`src/hw/rtl/dfs_cc_ram.sv`:
```
// Simple dual-port memory with one write port and one registered read port.
module dfs_cc_ram #(
  parameter int Width = 8,
  parameter int Depth = 4
) (
  input  logic                     clk_i,
  input  logic                     we_i,
  input  logic [$clog2(Depth)-1:0] waddr_i,
  input  logic [Width-1:0]         wdata_i,
  input  logic [$clog2(Depth)-1:0] raddr_i,
  output logic [Width-1:0]         rdata_o
);

  logic [Width-1:0] mem_q [Depth];
  logic [Width-1:0] rdata_q;

  // Write port.
  always_ff @(posedge clk_i) begin
    if (we_i) begin
      mem_q[waddr_i] <= wdata_i;
    end
  end

  // Registered read port.
  always_ff @(posedge clk_i) begin
    rdata_q <= mem_q[raddr_i];
  end

  assign rdata_o = rdata_q;

endmodule

```
`config.mk`:
```
export PLATFORM = sky130hd
export DESIGN_NAME = dfs_cc_ram
export DESIGN_NICKNAME = d
export VERILOG_FILES = /design/src/hw/rtl/dfs_cc_ram.sv
export SDC_FILE = /design/constraint.sdc
export NUM_CORES = 1
export LEC_CHECK = 0
export BUFFER_PORTS_ARGS = -buffer_cell sky130_fd_sc_hd__buf_2
export CAP_MARGIN = 20
export CORE_ASPECT_RATIO = 1.4
export CORE_MARGIN = 3
export CORE_UTILIZATION = 55
export DETAILED_ROUTE_END_ITERATION = 10
export PLACE_DENSITY = 0.78
export SLEW_MARGIN = 30
export SYNTH_ARGS = -nofsm -noshare
export SYNTH_HDL_FRONTEND = slang
export SYNTH_SLANG_ARGS = --single-unit
```
`constraint.sdc`:
```
create_clock -name clk_i -period 3.1 [get_ports clk_i]
set_input_delay 0.155 -clock clk_i [delete_from_list [all_inputs] [get_ports clk_i]]
set_output_delay 0.155 -clock clk_i [all_outputs]
set_load 0.02 [all_outputs]
```
* Word level (Yosys, flattened, before mapping)
Memory sizes are Yosys's and may differ from the RTL's. A register that Yosys moved wholly into a read port is not among the register bits.
Cells that the tools add are included.
** Operators by class
- Multiplexer cells :: 2
** Operators by type and width (number)
- $mux W1 :: 2
** Storage, ports and cells
- Output and inout port bits :: 8
- Memories :: 1
- Memory bits (writable) :: 32
- Input port bits :: 14
- Flip-flop bits (word level) :: 0
- Logic and storage cells :: 3
** Memories
- mem_q :: depth 4, width 8, rd ports 1, clocked after Yosys merged registers in 1, write ports 1, line 14 : logic [Width-1:0] mem_q [Depth];

* Longest topological paths before layout
- Depth in word-level cells :: 2
- Depth in mapped cells :: 2
- Mapped depth without buffers :: 1

* Worst setup path before layout
Ideal clock, no wire load.
- Path type :: input to register
- Start :: in waddr_i[0]
- End :: mem mem_q[0][0], enable pin
- Data required time :: 2.715 ns
- Path buffers :: 0
- Path slack :: 1.881 ns
- Arrival :: 0.834 ns
- Setup time :: 0.385 ns
- Cell stages on the path :: 1
- Path through :: nor3b_1
** RTL lines
- start: declaration :: line 8 : input logic [$clog2(Depth)-1:0] waddr_i,
- end: declaration :: line 14
No word-level cell before the write port.

* Worst setup path in the final report
- Start :: reg rdata_q[4], in the netlist rdata_o[4] (read register of mem_q)
- End :: out rdata_o[4]
** RTL lines
- start: declaration :: line 15 : logic [Width-1:0] rdata_q;
- end: declaration :: line 11 : output logic [Width-1:0] rdata_o
No word-level cell between the ends.

==> reports/qor.csv <==
stage;metric;value;unit
timing;clock_skew;4.52;ps
timing;final.setup.tns;0;ps
detailed_routing;wl_per_cell;17.5;um
layout;stdcell_area;1530;um2
power_and_ir_drop;fin_total_pwr;0.000941;W
floorplan;dieWidth;47.9;um
timing;grt_setup_unrepaired;no;
worst_setup_path;end_kind;output pin;
worst_setup_path;worst-path-buf-inv;1;
hold_path;hold_path.class;input port to register;
cts;cts_buffers;5;
detailed_routing;drt-total-wl;1820;um
layout;fillers;153;
cts;cts_root_buf;clkbuf_4;
global_routing;grt_pass1_vias;635;
yosys;syn_inst;54;
yosys;ys_types;8;
timing;min_period_over_period;31.2;%
cts;clkLatencyLatePin;320;ps
layout;nets;95;
floorplan;core_region_area;2250;um2
power_and_ir_drop;p_switching;0.000188;W
timing;period_needed;967;ps
detailed_routing;first_pass_iters;3;
power_and_ir_drop;p_leak;0.554;nW
yosys;avgSynthCellArea;25.0;um2
placed_design;post-place-ws;1960;ps
global_routing;grt_start_max_net_pins;12;
worst_setup_path;path_class;register to output pin;
timing;drv_slew;0;
power_and_ir_drop;clock_power_share;27.2;%
layout;final_common_cell;edfxtp_1;
timing;finalSetupViolCount;0;
yosys;ys_ff_latch;40;
detailed_routing;ant_nets;0;
layout;antenna_cells;0;
cts;clockBufferDepth;2;
worst_setup_path;path_max_fanout;1;
timing;fmax;1030;MHz
placed_design;dpl-instance-area;1470;um2
worst_setup_path;path_delay_family;flip-flops;
run;cap_violations;0;
floorplan;row_count;20;
floorplan;start_util;59.9;%
yosys;syn_area;1350;um2
detailed_routing;drc;0;
timing;relSlewSlack;70.9;%
placed_design;numPortBuffers;21;
cts;cts_max_level;2;
power_and_ir_drop;power_frac_comb;7.1;%
floorplan;die-height;64.6;um
worst_setup_path;path_cells;buf_2;
power_and_ir_drop;p_sw_share;19.9;%
cts;post-cts-setup-buffer-count;0;
power_and_ir_drop;p_seq_share;65.7;%
layout;final_util;68.0;%
timing;finalHoldViolCount;0;
worst_setup_path;critical_path_required;2940;ps
worst_setup_path;startpoint_type;register;
placed_design;gp_congestion;0.666;
yosys;synth_nets;68;
worst_setup_path;cpMaxStageDelayCell;dfxtp_1;
detailed_routing;vias_per_cell;5.68;
global_routing;antenna_found_initial;0;
run_status;status;completed;
cts;cts_tree;yes;
power_and_ir_drop;power_density;614;nW/um2
worst_setup_path;max_stage_delay;330;ps
global_routing;grtUsageTotal;14.4;%
layout;layout_common_cells;edfxtp_1, buf_2, mux4_2, dfxtp_1, clkbuf_4;
global_routing;grt_overflow;0;
floorplan;die_area;3090;um2
detailed_routing;drt_iter0_drc;14;
yosys;synth_warnings;0;
power_and_ir_drop;ir_drop;0.351;mV
cts;cts.sinks;40;
layout;syn_to_final_growth;13.5;%
timing;worst_pin_slew;436;ps
cts;cts_hold_buf;0;
worst_setup_path;cp.arrival;810;ps
cts;cts_resized;0;
detailed_routing;num_vias;591;
floorplan;num_io_pins;22;
global_routing;grt_first_pass_wirelength;2840;um
timing;setup_slack;2130;ps
layout;drive_above_1_share;43.9;%
cts;clkTransAtPathRegs;100;ps
power_and_ir_drop;p_int;0.000753;W
yosys;seq_area_frac_synth;83.1;%
[power groups by stage]
stage / sequential [W] / combinational, W / clock (W)
3_5_place_dp: 0.000631 / 0.0000683 / 0
4_1_cts: 0.000618 / 0.0000683 / 0.000265
6_report: 0.000618 / 0.0000669 / 0.000256
5_1_grt: 0.000621 / 0.0000730 / 0.000293
3_3_place_gp: 0.000629 / 0.0000657 / 0
2_1_floorplan: 0.000642 / 0.0000277 / 0
[cells in the mapped netlist]
library cell | count | area share [%]
dfxtp_1 | 8 | 12
mux4_2 | 8 | 13
nor3b_1 | 1 | 0.56
and3_1 | 1 | 0.46
clkbuf_2 | 1 | 0.37
edfxtp_1 | 32 | 71
and3b_1 | 2 | 1.3
buf_6 | 1 | 0.83
[layout make-up]
type / count / area [um2] / share of cell area [%]
Sequential cell: 40 / 1120 / 73.2
Multi-Input combinational cell: 12 / 211 / 13.8
Tap cell: 22 / 27.5 / 1.80
Clock buffer: 8 / 58.8 / 3.84
Timing Repair Buffer: 22 / 113 / 7.35
[logic make-up after synthesis]
| group | share of synthesized area [%] |
|---|---|
| DFF | 83.1 |
| muxes | 13.4 |
| and+or+nand+nor | 2.32 |
| buffers and inverters | 1.21 |
[final timing paths]
kind / startpoint / end / slack [ps] / depth (start not counted)
worst max-delay path: rdata_o[4] / rdata_o[4] / 2130 / 1
worst min register to register: mem_q[2][5] / rdata_o[5] / 560 / 1
worst min-delay path: wdata_i[6] / mem_q[0][6] / 40 / 1
worst max register to register: mem_q[3][7] / rdata_o[7] / 2130 / 1
[per-stage QoR]
stage,cells,hold WS [ps]
final,104,42.8
after global placement,96,366
after global routing,104,21.6
after detailed placement,96,373
after floorplan,54,254
after CTS,104,29.6
[routing by layer]
metal	vias to the layer above	GRT usage, %	share of wire [%]
met4	0	8.08	2.4
li1	275	-	-
met3	5	5.00	5.2
met1	289	15.0	35
met2	22	23.7	57
met5	-	0	0
[registers in the layout (all words and copies together) (netlist names)]
register	count
rdata_o	8
mem_q	32
(Power assumes the default switching activity.)
